### src/ttl_aging_message_buffer_assert.svh
// assertion macros for the ttl aging message buffer
// used by the top level only; needs a clock and an active-high reset signal
`ifndef TTL_AGING_MESSAGE_BUFFER_ASSERT_SVH
`define TTL_AGING_MESSAGE_BUFFER_ASSERT_SVH

// same-cycle implication
`define TAMB_ASSERT_NOW(label, clk, rst, ante, cons) \
  label: assert property (@(posedge clk) disable iff (rst) (ante) |-> (cons)) \
    else $error("tamb: same-cycle check failed");

// next-cycle implication
`define TAMB_ASSERT_NEXT(label, clk, rst, ante, cons) \
  label: assert property (@(posedge clk) disable iff (rst) (ante) |=> (cons)) \
    else $error("tamb: next-cycle check failed");

`endif

### src/tamb_pkg.sv
// shared types and codes for the ttl aging message buffer
// no dependencies
`default_nettype none

package tamb_pkg;

  localparam int MSG_BITS  = 32;
  localparam int TIME_BITS = 32;
  localparam int TTL_BITS  = 16;

  typedef enum logic [1:0] {
    KIND_TICK  = 2'd0,
    KIND_ADD   = 2'd1,
    KIND_READ  = 2'd2,
    KIND_CLEAR = 2'd3
  } kind_t;

  typedef enum logic [1:0] {
    STAT_MSG     = 2'd0,
    STAT_ADDED   = 2'd1,
    STAT_DROPPED = 2'd2,
    STAT_EMPTY   = 2'd3
  } status_t;

  typedef struct packed {
    kind_t               kind;
    logic [MSG_BITS-1:0] message;
  } in_item_t;

  typedef struct packed {
    status_t             status;
    logic [MSG_BITS-1:0] message_out;
    logic                last;
  } out_item_t;

endpackage

`default_nettype wire

### src/tamb_ram.sv
// single-port-write, single-port-read synchronous ram, registered read data
// no dependencies
`default_nettype none

module tamb_ram #(
  parameter int WIDTH = 64,
  parameter int DEPTH = 16
) (
  input  wire logic                     clk,
  input  wire logic                     we,
  input  wire logic [$clog2(DEPTH)-1:0] waddr,
  input  wire logic [WIDTH-1:0]         wdata,
  input  wire logic                     re,
  input  wire logic [$clog2(DEPTH)-1:0] raddr,
  output logic      [WIDTH-1:0]         rdata
);

  logic [WIDTH-1:0] mem [DEPTH];

  always_ff @(posedge clk) begin
    if (we) begin
      mem[waddr] <= wdata;
    end
  end

  // read data holds while no read is issued
  always_ff @(posedge clk) begin
    if (re) begin
      rdata <= mem[raddr];
    end
  end

endmodule

`default_nettype wire

### src/tamb_seq.sv
// sequencer: fifo pointers, tick time, expiry walk and read-out over the ram
// depends on tamb_pkg; drives one tamb_ram instance in the top level
`default_nettype none

module tamb_seq #(
  parameter int DEPTH      = 16,
  parameter int STORE_BITS = 32,
  localparam int IDX_W     = $clog2(DEPTH),
  localparam int WORD_W    = STORE_BITS + tamb_pkg::TIME_BITS
) (
  input  wire logic                          clk,
  input  wire logic                          rst,
  input  wire logic                          in_valid,
  output logic                               in_ready,
  input  wire tamb_pkg::in_item_t            in_item,
  input  wire logic [tamb_pkg::TTL_BITS-1:0] max_ttl,
  output logic                               res_valid,
  input  wire logic                          res_ready,
  output tamb_pkg::out_item_t                res_item,
  output logic                               ram_we,
  output logic      [IDX_W-1:0]              ram_waddr,
  output logic      [WORD_W-1:0]             ram_wdata,
  output logic                               ram_re,
  output logic      [IDX_W-1:0]              ram_raddr,
  input  wire logic [WORD_W-1:0]             ram_rdata
);

  import tamb_pkg::*;

  localparam int CNT_W = $clog2(DEPTH + 1);
  localparam int SUM_W = CNT_W + 1;

  typedef enum logic [3:0] {
    S_IDLE   = 4'b0001,
    S_REPLY  = 4'b0010,
    S_EXPIRE = 4'b0100,
    S_STREAM = 4'b1000
  } state_t;

  state_t               state, state_next;
  logic [IDX_W-1:0]     head, head_next;
  logic [CNT_W-1:0]     count, count_next;
  logic [TIME_BITS-1:0] tick_time, tick_time_next;
  logic [TIME_BITS-1:0] thresh, thresh_next;
  logic [IDX_W-1:0]     ptr, ptr_next;
  logic [CNT_W-1:0]     idx, idx_next;
  status_t              reply, reply_next;

  logic [SUM_W-1:0]      tail_sum;
  logic [IDX_W-1:0]      tail;
  logic [TIME_BITS-1:0]  ttl_ext;
  logic [TIME_BITS-1:0]  time_inc;
  logic [STORE_BITS-1:0] rd_payload;
  logic [TIME_BITS-1:0]  rd_stamp;
  logic                  stream_last;

  function automatic logic [IDX_W-1:0] wrap_inc(input logic [IDX_W-1:0] v);
    logic [IDX_W-1:0] r;
    if (v == IDX_W'(DEPTH - 1)) begin
      r = '0;
    end else begin
      r = v + IDX_W'(1);
    end
    return r;
  endfunction

  assign tail_sum    = SUM_W'(head) + SUM_W'(count);
  assign tail        = (tail_sum >= SUM_W'(DEPTH)) ? IDX_W'(tail_sum - SUM_W'(DEPTH))
                                                   : IDX_W'(tail_sum);
  assign ttl_ext     = TIME_BITS'(max_ttl);
  assign time_inc    = (tick_time == '1) ? tick_time : tick_time + TIME_BITS'(1);
  assign rd_payload  = ram_rdata[STORE_BITS-1:0];
  assign rd_stamp    = ram_rdata[STORE_BITS +: TIME_BITS];
  assign stream_last = ((idx + CNT_W'(1)) == count);
  assign ram_waddr   = tail;
  assign ram_wdata   = {tick_time, in_item.message[STORE_BITS-1:0]};

  always_comb begin
    state_next     = state;
    head_next      = head;
    count_next     = count;
    tick_time_next = tick_time;
    thresh_next    = thresh;
    ptr_next       = ptr;
    idx_next       = idx;
    reply_next     = reply;
    in_ready       = (state == S_IDLE);
    res_valid      = 1'b0;
    res_item       = '{status: STAT_MSG, message_out: '0, last: 1'b0};
    ram_we         = 1'b0;
    ram_re         = 1'b0;
    ram_raddr      = head;

    case (state)
      S_IDLE: begin
        if (in_valid) begin
          case (in_item.kind)
            KIND_TICK: begin
              if (count != '0 && tick_time >= ttl_ext) begin
                ram_re      = 1'b1;
                thresh_next = tick_time - ttl_ext;
                state_next  = S_EXPIRE;
              end else begin
                tick_time_next = time_inc;
              end
            end
            KIND_ADD: begin
              if (count == CNT_W'(DEPTH)) begin
                reply_next = STAT_DROPPED;
              end else begin
                ram_we     = 1'b1;
                count_next = count + CNT_W'(1);
                reply_next = STAT_ADDED;
              end
              state_next = S_REPLY;
            end
            KIND_READ: begin
              if (count == '0) begin
                reply_next = STAT_EMPTY;
                state_next = S_REPLY;
              end else begin
                ram_re     = 1'b1;
                ptr_next   = head;
                idx_next   = '0;
                state_next = S_STREAM;
              end
            end
            KIND_CLEAR: begin
              count_next     = '0;
              head_next      = '0;
              tick_time_next = '0;
            end
            default: begin
            end
          endcase
        end
      end
      S_REPLY: begin
        res_valid = 1'b1;
        res_item  = '{status: reply, message_out: '0, last: 1'b1};
        if (res_ready) begin
          state_next = S_IDLE;
        end
      end
      S_EXPIRE: begin
        // head stamp is on the ram output; stamps grow from head to tail
        if (rd_stamp < thresh) begin
          head_next  = wrap_inc(head);
          count_next = count - CNT_W'(1);
          if (count != CNT_W'(1)) begin
            ram_re    = 1'b1;
            ram_raddr = wrap_inc(head);
          end else begin
            tick_time_next = time_inc;
            state_next     = S_IDLE;
          end
        end else begin
          tick_time_next = time_inc;
          state_next     = S_IDLE;
        end
      end
      S_STREAM: begin
        res_valid = 1'b1;
        res_item  = '{status: STAT_MSG, message_out: MSG_BITS'(rd_payload),
                      last: stream_last};
        if (res_ready) begin
          if (stream_last) begin
            state_next = S_IDLE;
          end else begin
            ptr_next  = wrap_inc(ptr);
            idx_next  = idx + CNT_W'(1);
            ram_re    = 1'b1;
            ram_raddr = wrap_inc(ptr);
          end
        end
      end
      default: begin
        state_next = S_IDLE;
      end
    endcase
  end

  always_ff @(posedge clk) begin
    if (rst) begin
      state     <= S_IDLE;
      head      <= '0;
      count     <= '0;
      tick_time <= '0;
    end else begin
      state     <= state_next;
      head      <= head_next;
      count     <= count_next;
      tick_time <= tick_time_next;
    end
  end

  always_ff @(posedge clk) begin
    thresh <= thresh_next;
    ptr    <= ptr_next;
    idx    <= idx_next;
    reply  <= reply_next;
  end

endmodule

`default_nettype wire

### src/ttl_aging_message_buffer.sv
// add and empty read give their transaction through the reply state and the output register;
// a read of n entries streams them through the output register, one per cycle unless stalled
// a tick with nothing to expire only advances time; otherwise the one-entry-per-cycle expiry
// walk stops at a live entry or when it empties the store, then time advances; a new input is
// taken only when idle, so consumer stalls on the output also hold off the next input
// reset: rst (synchronous) empties the store, zeroes time and time-to-live; ram not cleared
`default_nettype none

`include "ttl_aging_message_buffer_assert.svh"

module ttl_aging_message_buffer #(
  parameter int DEPTH        = 16,
  parameter int PAYLOAD_BITS = 32
) (
  input  wire logic                          clk,
  input  wire logic                          rst,
  input  wire logic                          in_valid,
  output logic                               in_ready,
  input  wire tamb_pkg::in_item_t            in_item,
  output logic                               out_valid,
  input  wire logic                          out_ready,
  output tamb_pkg::out_item_t                out_item,
  input  wire logic                          cfg_we,
  input  wire logic [tamb_pkg::TTL_BITS-1:0] cfg_wdata
);

  import tamb_pkg::*;

  // payload above the 32-bit message field is always zero, so never stored
  localparam int STORE_BITS = (PAYLOAD_BITS < MSG_BITS) ? PAYLOAD_BITS : MSG_BITS;
  localparam int IDX_W      = $clog2(DEPTH);
  localparam int WORD_W     = STORE_BITS + TIME_BITS;

  // time-to-live register; the user must write it only while idle, the block does not enforce this
  logic [TTL_BITS-1:0] max_ttl;

  // sequencer result path
  logic      res_valid;
  logic      res_ready;
  out_item_t res_item;

  // ram ports: each word is {stamp, payload}
  logic              ram_we;
  logic [IDX_W-1:0]  ram_waddr;
  logic [WORD_W-1:0] ram_wdata;
  logic              ram_re;
  logic [IDX_W-1:0]  ram_raddr;
  logic [WORD_W-1:0] ram_rdata;

  always_ff @(posedge clk) begin
    if (rst) begin
      max_ttl <= '0;
    end else if (cfg_we) begin
      max_ttl <= cfg_wdata;
    end
  end

  tamb_ram #(
    .WIDTH (WORD_W),
    .DEPTH (DEPTH)
  ) u_ram (
    .clk   (clk),
    .we    (ram_we),
    .waddr (ram_waddr),
    .wdata (ram_wdata),
    .re    (ram_re),
    .raddr (ram_raddr),
    .rdata (ram_rdata)
  );

  tamb_seq #(
    .DEPTH      (DEPTH),
    .STORE_BITS (STORE_BITS)
  ) u_seq (
    .clk       (clk),
    .rst       (rst),
    .in_valid  (in_valid),
    .in_ready  (in_ready),
    .in_item   (in_item),
    .max_ttl   (max_ttl),
    .res_valid (res_valid),
    .res_ready (res_ready),
    .res_item  (res_item),
    .ram_we    (ram_we),
    .ram_waddr (ram_waddr),
    .ram_wdata (ram_wdata),
    .ram_re    (ram_re),
    .ram_raddr (ram_raddr),
    .ram_rdata (ram_rdata)
  );

  // output register: frees the sequencer from the consumer's stalls
  // a new transaction loads when the register is empty or being drained
  assign res_ready = !out_valid || out_ready;

  always_ff @(posedge clk) begin
    if (rst) begin
      out_valid <= 1'b0;
    end else if (res_ready) begin
      out_valid <= res_valid;
    end
  end

  always_ff @(posedge clk) begin
    if (res_ready && res_valid) begin
      out_item <= res_item;
    end
  end

  // status-only transactions always close their input
  `TAMB_ASSERT_NOW(a_status_last, clk, rst,
    out_valid && out_item.status != STAT_MSG, out_item.last)

  // message field is zero unless a stored message is out
  `TAMB_ASSERT_NOW(a_msg_zero, clk, rst,
    out_valid && out_item.status != STAT_MSG, out_item.message_out == '0)

  // a clear finishes in its acceptance cycle
  `TAMB_ASSERT_NEXT(a_clear_one_cycle, clk, rst,
    in_valid && in_ready && in_item.kind == KIND_CLEAR, in_ready)

  // the sequencer offers nothing while it waits for a new input
  `TAMB_ASSERT_NOW(a_idle_quiet, clk, rst, in_ready, !res_valid)

endmodule

`default_nettype wire
### config.mk
export PLATFORM = sky130hd
export DESIGN_NAME = ttl_aging_message_buffer
export DESIGN_NICKNAME = d
export VERILOG_FILES = /design/src/tamb_pkg.sv /design/src/tamb_ram.sv /design/src/tamb_seq.sv /design/src/ttl_aging_message_buffer.sv
export VERILOG_INCLUDE_DIRS = /design/src /design/src/src
export SDC_FILE = /design/constraint.sdc
export NUM_CORES = 1
export LEC_CHECK = 0
export BUFFER_PORTS_ARGS = -buffer_cell sky130_fd_sc_hd__buf_2
export CAP_MARGIN = 20
export CORE_AREA = 4 4 351 353
export DETAILED_ROUTE_END_ITERATION = 6
export DIE_AREA = 0 0 355 357
export PLACE_DENSITY = 0.56
export SYNTH_ARGS = -nofsm -noshare
export SYNTH_HDL_FRONTEND = slang
export SYNTH_SLANG_ARGS = --single-unit
### constraint.sdc
create_clock -name clk -period 11.3 [get_ports clk]
set_input_delay 2.26 -clock clk [delete_from_list [all_inputs] [get_ports clk]]
set_output_delay 2.26 -clock clk [all_outputs]
set_load 0.01 [all_outputs]
==> results of run 1 <==
==> metal layers <==
metal | global-route usage | wire length (um)
met5 | 0 | 21
met4 | 0.0679 | 3990
met3 | 0.0276 | 6770
met2 | 0.333 | 61300
met1 | 0.252 | 51900
==> cell type report <==
type                    instances  area [um2]
inverters                      62         233
clock inverters                86         807
diodes                          3        7.51
well taps                    1612        2020
clock buffers                 137        3150
flip-flops and latches       1228       36300
fillers                     10200       64500
multi-input cells            1487       11900
repair buffers                145         918
==> path summary, 6_finish.rpt <==
check	from	depth (start not counted)	end
max reg2reg	u_ram.rdata[34]$_DFFE_PP_	14	u_ram.rdata[7]$_DFFE_PP_
min reg2reg	max_ttl[7]$_SDFFE_PP0P_	2	max_ttl[7]$_SDFFE_PP0P_
min	max_ttl[7]$_SDFFE_PP0P_	2	max_ttl[7]$_SDFFE_PP0P_
max	u_ram.rdata[34]$_DFFE_PP_	14	u_ram.rdata[7]$_DFFE_PP_
==> stage by stage <==
stage,utilization,power [uW],hold slack (ps),cells
global route,0.462,10100,528,4758
floorplan,-,5660,460,2921
global placement,0.428,5880,482,4533
finish,0.462,9770,494,4760
detailed placement,0.428,5890,483,4533
CTS,0.461,9860,497,4756
==> logic make-up (layout without fill, tap and decap cells) <==
| group | Yosys count | after routing | share of synthesized area |
|---|---|---|---|
| flops | 1228 | 1228 | 0.741 |
| simple gates | 437 | 437 | 0.0509 |
| compound gates | 384 | 384 | 0.0496 |
| mux | 531 | 531 | 0.109 |
| other cells | 0 | 3 | 0 |
| fa+ha+maj | 63 | 63 | 0.0164 |
| xor+xnor | 72 | 72 | 0.0132 |
| buf+inv | 206 | 430 | 0.0197 |
==> cells in the mapped netlist, drive strengths merged (2+ instances only) <==
cell type  count  area, um2
a211o          2       17.5
a211oi         6       62.6
a21boi         2       15.0
a21o           5       37.5
a21oi         41        205
a221oi         2       23.8
a22oi          4       30.0
a311oi         4       35.0
a31o           2       17.5
a31oi          5       31.3
a41o           2       20.0
and2           7       43.8
and3          48        300
and4           3       26.3
buf           77        479
clkbuf        67        251
dfxtp         62       1240
edfxtp      1166      35000
fa             2       40.0
ha            61        763
inv           61        229
mux2i        531       5320
nand2         66        248
nand2b         8       50.1
nand3         27        140
nand3b         5       37.5
nand4         11       68.8
nor2         117        447
nor2b         10       62.6
nor3          34        280
nor3b          3       32.5
nor4           8       77.6
nor4b          3       26.3
o211ai         3       22.5
o21a           7       52.6
o21ai         32        160
o21bai         2       15.0
o22ai        257       1610
o31ai          2       15.0
or2            3       18.8
or3           12       80.1
or4           70        533
xnor2         54        473
xor2          17        149
==> sequential cells by signal, indices dropped and copies added (netlist names) <==
| name | cells |
|---|---|
| u_seq.tick_time | 32 |
| u_ram.rdata | 64 |
| u_seq.count | 5 |
| u_seq.thresh | 32 |
| max_ttl | 16 |
| u_seq.reply | 2 |
| out_valid | 1 |
| u_seq.ptr | 4 |
| u_seq.state | 4 |
| u_seq.head | 4 |
| out_item | 35 |
| u_seq.idx | 5 |
| u_ram.mem | 1024 |
==> worst max-delay path, delay by kind of cell (launching register included) <==
kind | cells | cell delay, ps
buffers and inverters | 3 | 1870
AOI/OAI and AO/OA | 8 | 2170
muxes | 1 | 290
adders and majority gates | 1 | 330
DFF | 1 | 420
and+or+nand+nor | 1 | 550
==> power by group through the flow <==
stage | clock (uW) | sequential [uW] | combinational [uW]
floorplan | 0 | 5190 | 479
detailed placement | 0 | 5200 | 695
global placement | 0 | 5200 | 684
finish | 3980 | 5100 | 688
global route | 4270 | 5110 | 748
CTS | 4060 | 5100 | 697
==> impl_summary.txt, run 1 <==
----------------------------------------------------
[GRT]
  Antenna violations before repair ... 5
  First-pass GRT wire length ... 180 mm
  Number of global-route vias before repair ... ~27000
  Largest net degree at the start of global routing ... 137
  Final global-route overflow total ... 0
  Global-route total usage across every layer ... 0.193

[Setup path]
  Worst EP arrival ... 6760 ps
  Critical-path cell list ... ha_1 > a211oi_1 > o21ai_0 > a21oi_1 > o21ai_1 > a211oi_4 > a21oi_1 > a221oi_4 > buf_12 > buf_4 > buf_12 > mux2i_1 > o22ai_1 > or4_1
  Worst path slowest cell ... sky130_fd_sc_hd__buf_12
  Worst-path fanout max ... 122
  Setup slack of the worst register-to-register path ... 4980 ps
  Crit path required time ... 11740 ps
  Launching element type of the critical path ... register
  Type of element capturing the critical path ... register
  Crit Path Category ... reg -> reg
  Delay of the slowest cell on the worst path ... 660 ps

[Power and ir drop]
  Static leakage power ... 0.0216 uW
  Part of the power in the clock network ... 0.407
  IR Drop Worst-Case VDD ... 121 uV
  Switching power ... between 2000 and 2500 uW
  Proportion of power drawn by flip-flops and latches ... 0.522
  Internal power component ... 7580 uW
  Switching share of total power ... 0.224
  Combinational share of power ... 0.070
  Pwr/cell area ... 177 nW/um2

[Logic synthesis]
  Synth Net Count ... 3039
  Commonest register cell after synthesis ... sky130_fd_sc_hd__edfxtp_1
  Summed instance area of the synthesized netlist ... 48900 um2
  Synthesized area per cell ... about 17 um2
  Number of distinct library cell variants in the gate-level netlist after synthesis ... 70
  FFs w/ async S/R, synth ... 0
  Gate count after technology mapping ... 2921
  Count of flip-flops with a built-in enable after synthesis ... 1166
  Sequential area share after synthesis ... 0.741
  Synthesized flop and latch total ... 1228
  Synth Warn # ... 0

[Timing]
  Transition at the pin with the smallest max-transition slack ... 1170 ps
  Crit path time final ... 6320 ps
  Ratio of final minimum period to clock period ... 0.559
  Number of max-slew violations in the final report ... 0
  Final setup violation count ... 0
  Worst Slack Setup Final ... 4980 ps
  Final Hold Viols ... 0
  Worst-case headroom to the max-slew limit ... 0.220
  Worst clock skew ... ~57 ps
  Setup TNS ... 0 ps
  RSZ-0062 raised after global routing ... false
  Maximum clock frequency ... 0.158 GHz

[Die]
  Width of the chip ... roughly 360 um
  Die outline area ... 127000 um2
  Placeable core region ... 120000 um2
  I/O pin count ... 92
  Number of rows in the core area ... 127
  Starting utilization of the core area ... 0.408
  Vertical extent of the die ... ~360 um

[Clock tree]
  Cts bufs inserted ... 121
  Clk_lat worst skew ... around 720 ps
  Post CTS Setup Buffer Count ... 0
  Clock tree from TritonCTS ... yes
  Worst-case clock buffer depth ... 3
  CTS-repair resized insts ... 0
  Number of clock sinks seen by CTS ... around 1200
  Hold buffer count at cts ... 0
  Root buf cell ... sky130_fd_sc_hd__clkbuf_16
  # H-tree levels ... 3
  CTS clock-pin slew for the worst setup and hold paths ... 60 ps

[Layout]
  Area of all placed cells without fillers ... between 50000 and 60000 um2
  Most frequent cells in the layout ... sky130_fd_sc_hd__edfxtp_1 (1166), sky130_fd_sc_hd__mux2i_1 (531), sky130_fd_sc_hd__o22ai_1 (257), sky130_fd_sc_hd__clkbuf_16 (124), sky130_fd_sc_hd__nor2_1 (98)
  Share of cells above drive strength 1 ... 0.124
  Final #Nets ... between 3000 and 4000
  P&R area growth vs syn ... 13.1%
  Leading cell type in the layout, fill and taps excluded ... sky130_fd_sc_hd__edfxtp_1

[Worst hold path]
  Worst hold path class ... reg -> reg

[Placed design]
  Routability congestion estimate from global placement ... between 0.7 and 0.8
  DP Worst Slack ... 4720 ps
  HPWL after DPL ... 62.5 mm
  Input/output buffers ... 91
  Total placed instance area ... around 50000 um2

[Route]
  Wire length reported by the detailed router ... 124 mm
  DRT Pass-1 Iters ... 7
  Post-detailed-route wirelength per cell ... 26.1 um
  Drc violations ... 0
  Via count ... 26300
  Post-detailed-route count of antenna-violating nets ... 0
  Number of DRC markers in iteration 0 ... 2224
  Per-cell via count in the routed design ... 5.52

[Run status]
  Result of the run ... finished clean

[Job]
  Maximum Capacitance Violations ... 0

----------------------------------------------------
(Power assumes the default switching activity.)
==> inputs of run 2 (changes only) <==
- PLACE_DENSITY: 0.56 -> 0.58
- clock period: 11.3 -> 5.7 ns (I/O delays scaled with it)
==> run 2 against run 1 <==
Sequential cell count did not move. Combinational power rose by 110%. First-iteration DRC count rose by 5.5%. Clock power rose by 100%. Highest routed layer unchanged. Worst hold slack improved by 3.8 ps.
==> impl_summary.txt, run 2 (same netlist as run 1, synthesis figures left out) <==
----------------------------------------------------
[Worst hold path]
  Worst hold path class ... reg -> reg

[Setup path]
  Worst path slowest cell ... sky130_fd_sc_hd__nor4_1
  Cell seen most often among critical-path stages ... sky130_fd_sc_hd__buf_4
  Crit Path Category ... reg -> reg
  Setup slack of the worst register-to-register path ... 310 ps (-4670 ps)
  Launching element type of the critical path ... register
  Delay of the slowest cell on the worst path ... 790 ps (+130 ps)
  Type of element capturing the critical path ... register
  Crit path required time ... 6110 ps (-5630 ps)
  R2r endpoint ... u_ram.rdata[52]$_DFFE_PP_
  Worst EP arrival ... 5800 ps (-960 ps)
  Worst Setup SP ... u_ram.rdata[59]$_DFFE_PP_
  Logic depth of the worst register-to-register path ... 13 (-1)
  Reg-to-Reg Start ... u_ram.rdata[59]$_DFFE_PP_
  Critical-path cell list ... ha_1 > nand4_1 > nor4_1 > a22oi_1 > o211ai_1 > a211oi_4 > and2_1 > a221o_1 > nand3_4 > buf_4 > buf_4 > o22ai_1 > or4_1
  Combined buffer and inverter count along the critical path ... 2 (-1)
  Family with the most delay on the worst path ... simple AND/OR/NAND/NOR gates
  Worst Setup EP ... u_ram.rdata[52]$_DFFE_PP_
  Worst-path fanout max ... 25 (-80%)
  Total number of cells along the worst setup path ... 13 (-1)

[GRT]
  First-pass GRT wire length ... 177 mm (-1.6%)
  Final global-route overflow total ... 0 (unchanged)
  Number of global-route vias before repair ... 27000 (+0.81%)
  Global-route total usage across every layer ... 0.187 (-0.00625)
  Antenna violations before repair ... 6 (+1)
  Largest net degree at the start of global routing ... 108 (-21%)

[Timing]
  Worst hold-check slack ... 497 ps (+3.79 ps)
  Transition at the pin with the smallest max-transition slack ... 1060 ps (-111 ps)
  Setup TNS ... 0 ps (unchanged)
  Maximum clock frequency ... 0.186 GHz (+17%)
  Final Hold Viols ... 0 (unchanged)
  Number of max-slew violations in the final report ... 0 (unchanged)
  Worst clock skew ... 31.4 ps (-25.2 ps)
  Final setup violation count ... 0 (unchanged)
  Worst-case headroom to the max-slew limit ... 0.292 (+0.0721)
  RSZ-0062 raised after global routing ... false
  Ratio of final minimum period to clock period ... 0.945 (+0.386)
  Crit path time final ... 5390 ps (-934 ps)

[Power and ir drop]
  Combinational share of power ... 0.073 (+0.003)
  Static leakage power ... 0.0218 uW (+1.1%)
  Part of the power in the clock network ... 0.408 (about the same)
  Proportion of power drawn by flip-flops and latches ... 0.519 (-0.003)
  Internal power component ... 15200 uW (+100%)
  Pwr/cell area ... 348 nW/um2 (+97%)
  Final Total Pwr ... 19500 uW (+99%)
  Switching share of total power ... 0.221 (-0.00352)
  Switching power ... 4290 uW (+96%)
  IR Drop Worst-Case VDD ... 300 uV (+150%)

[Job]
  Maximum Capacitance Violations ... 0 (unchanged)

[Route]
  Wire length reported by the detailed router ... 121 mm (-2.7%)
  DRT Pass-1 Iters ... 6 (-1)
  Detailed-routed wire length on met3 ... 6.01 mm (-11%)
  Post-detailed-route wirelength per cell ... 25.2 um (-3.3%)
  Via count ... 26400 (+0.56%)
  DRT met1 WL ... 50.7 mm (-2.4%)
  Per-cell via count in the routed design ... 5.52 (about the same)
  Drc violations ... 0 (unchanged)
  Met2 WL post-DR ... 60.6 mm (-1.1%)
  Number of DRC markers in iteration 0 ... 2347 (+5.5%)
  Highest metal used ... met5
  Post-detailed-route count of antenna-violating nets ... 0 (unchanged)

[Clock tree]
  Clk_lat worst skew ... 710 ps (about the same)
  # H-tree levels ... 3 (unchanged)
  Worst-case clock buffer depth ... 3 (unchanged)
  Clock tree from TritonCTS ... yes
  CTS-repair resized insts ... 0 (unchanged)
  Root buf cell ... sky130_fd_sc_hd__clkbuf_16
  CTS clock-pin slew for the worst setup and hold paths ... 60 ps (about the same)
  Cts bufs inserted ... 119 (-1.7%)
  Number of clock sinks seen by CTS ... 1228 (unchanged)
  Hold buffer count at cts ... 0 (unchanged)
  Post CTS Setup Buffer Count ... 0 (unchanged)

[Run status]
  Result of the run ... finished clean

[Placed design]
  Total placed instance area ... 51900 um2 (+1.1%)
  HPWL after DPL ... 66.8 mm (+6.7%)
  Routability congestion estimate from global placement ... 0.815 (+4.3%)
  Input/output buffers ... 91 (unchanged)

[Layout]
  Max reg flops ... 1024 (unchanged)
  Leading cell type in the layout, fill and taps excluded ... sky130_fd_sc_hd__edfxtp_1
  Most frequent cells in the layout ... sky130_fd_sc_hd__edfxtp_1 (1166), sky130_fd_sc_hd__mux2i_1 (531), sky130_fd_sc_hd__o22ai_1 (257), sky130_fd_sc_hd__clkbuf_16 (119), sky130_fd_sc_hd__nor2_1 (98)
  Area of all placed cells without fillers ... 55900 um2 (+0.98%)
  Count of fill cells added during filler insertion ... 10200 (-0.029%)
  P&R area growth vs syn ... 14.2%
  Final #Nets ... 3189 (+0.82%)
  Area of combinational cells with multiple inputs ... 11900 um2 (unchanged)
  Share of the core filled with cells ... 0.466 (+0.00454)
  Most flops, register ... u_ram.mem
  Share of cells above drive strength 1 ... 0.132 (+0.00817)
  Register Area ... 36300 um2 (unchanged)
  Largest registers in the final layout ... u_ram.mem x1024, u_ram.rdata x64, out_item x35

[Die]
  Vertical extent of the die ... 357 um (unchanged)
  Die outline area ... 127000 um2 (unchanged)
  Number of rows in the core area ... 127 (unchanged)
  Placeable core region ... 120000 um2 (unchanged)
  Starting utilization of the core area ... 0.408 (unchanged)
  I/O pin count ... 92 (unchanged)
  Width of the chip ... 355 um (unchanged)

----------------------------------------------------
[run 2: changes by cell type in the layout (fill, tap and decap cells not counted), moves of 2 or more]
| cell | change |
|---|---|
| sky130_fd_sc_hd__clkinv_1 | -14 |
| sky130_fd_sc_hd__clkinv_8 | +2 |
| sky130_fd_sc_hd__clkinv_2 | +2 |
| sky130_fd_sc_hd__buf_12 | +28 |
| sky130_fd_sc_hd__clkbuf_16 | -5 |
| sky130_fd_sc_hd__clkbuf_1 | +10 |
| sky130_fd_sc_hd__clkbuf_8 | +3 |
| sky130_fd_sc_hd__diode_2 | +2 |
| sky130_fd_sc_hd__bufinv_16 | +5 |
| sky130_fd_sc_hd__clkinv_4 | -3 |
| sky130_fd_sc_hd__inv_16 | -2 |
[run 2: worst min-delay path by stage]
stage | from | endpoint | cells after the start
floorplan | max_ttl[10]$_SDFFE_PP0P_ | max_ttl[10]$_SDFFE_PP0P_ | 2
global placement | max_ttl[15]$_SDFFE_PP0P_ | max_ttl[15]$_SDFFE_PP0P_ | 2
detailed placement | max_ttl[6]$_SDFFE_PP0P_ | max_ttl[6]$_SDFFE_PP0P_ | 2
CTS | max_ttl[6]$_SDFFE_PP0P_ | max_ttl[6]$_SDFFE_PP0P_ | 2
global route | u_seq.tick_time[0]$_SDFFE_PP0P_ | u_ram.mem[7][32]$_DFFE_PP_ | 0
finish | max_ttl[14]$_SDFFE_PP0P_ | max_ttl[14]$_SDFFE_PP0P_ | 2
[run 2: power by group through the flow]
stage | registers, uW | clock network [uW] | logic (uW)
finish | 10100 | 7950 | 1420
global route | 10100 | 8500 | 1530
CTS | 10100 | 8110 | 1430
detailed placement | 10300 | 0 | 1420
global placement | 10300 | 0 | 1390
floorplan | 10300 | 0 | 950
[run 2: layout make-up]
| type | count | share of cell area |
|---|---|---|
| repair buffers | 173 | 0.0261 |
| flip-flops and latches | 1228 | 0.649 |
| multi-input cells | 1487 | 0.213 |
| inverters | 62 | 0.00417 |
| well taps | 1612 | 0.0361 |
| clock inverters | 75 | 0.0153 |
| clock buffers | 145 | 0.0556 |
| diodes | 5 | 0.000224 |
[run 2: worst min-delay path: stages, from the launching register on]
cell and delay (ps):
sky130_fd_sc_hd__dfxtp_1 330, sky130_fd_sc_hd__mux2i_1 60, sky130_fd_sc_hd__nor2_1 70
[run 2: metrics by stage]
step,worst slack (ps),instances
after global routing,171,4784
after floorplan,407,2921
after detailed placement,344,4562
final,315,4787
after global placement,442,4561
after CTS,323,4782
[run 2: layer usage]
| metal | vias to the layer above | GRT usage |
|---|---|---|
| met2 | 758 | 0.328 |
| met5 | - | 0 |
| li1 | 11900 | - |
| met3 | 211 | 0.0263 |
| met4 | 2 | 0.0602 |
| met1 | 13600 | 0.241 |
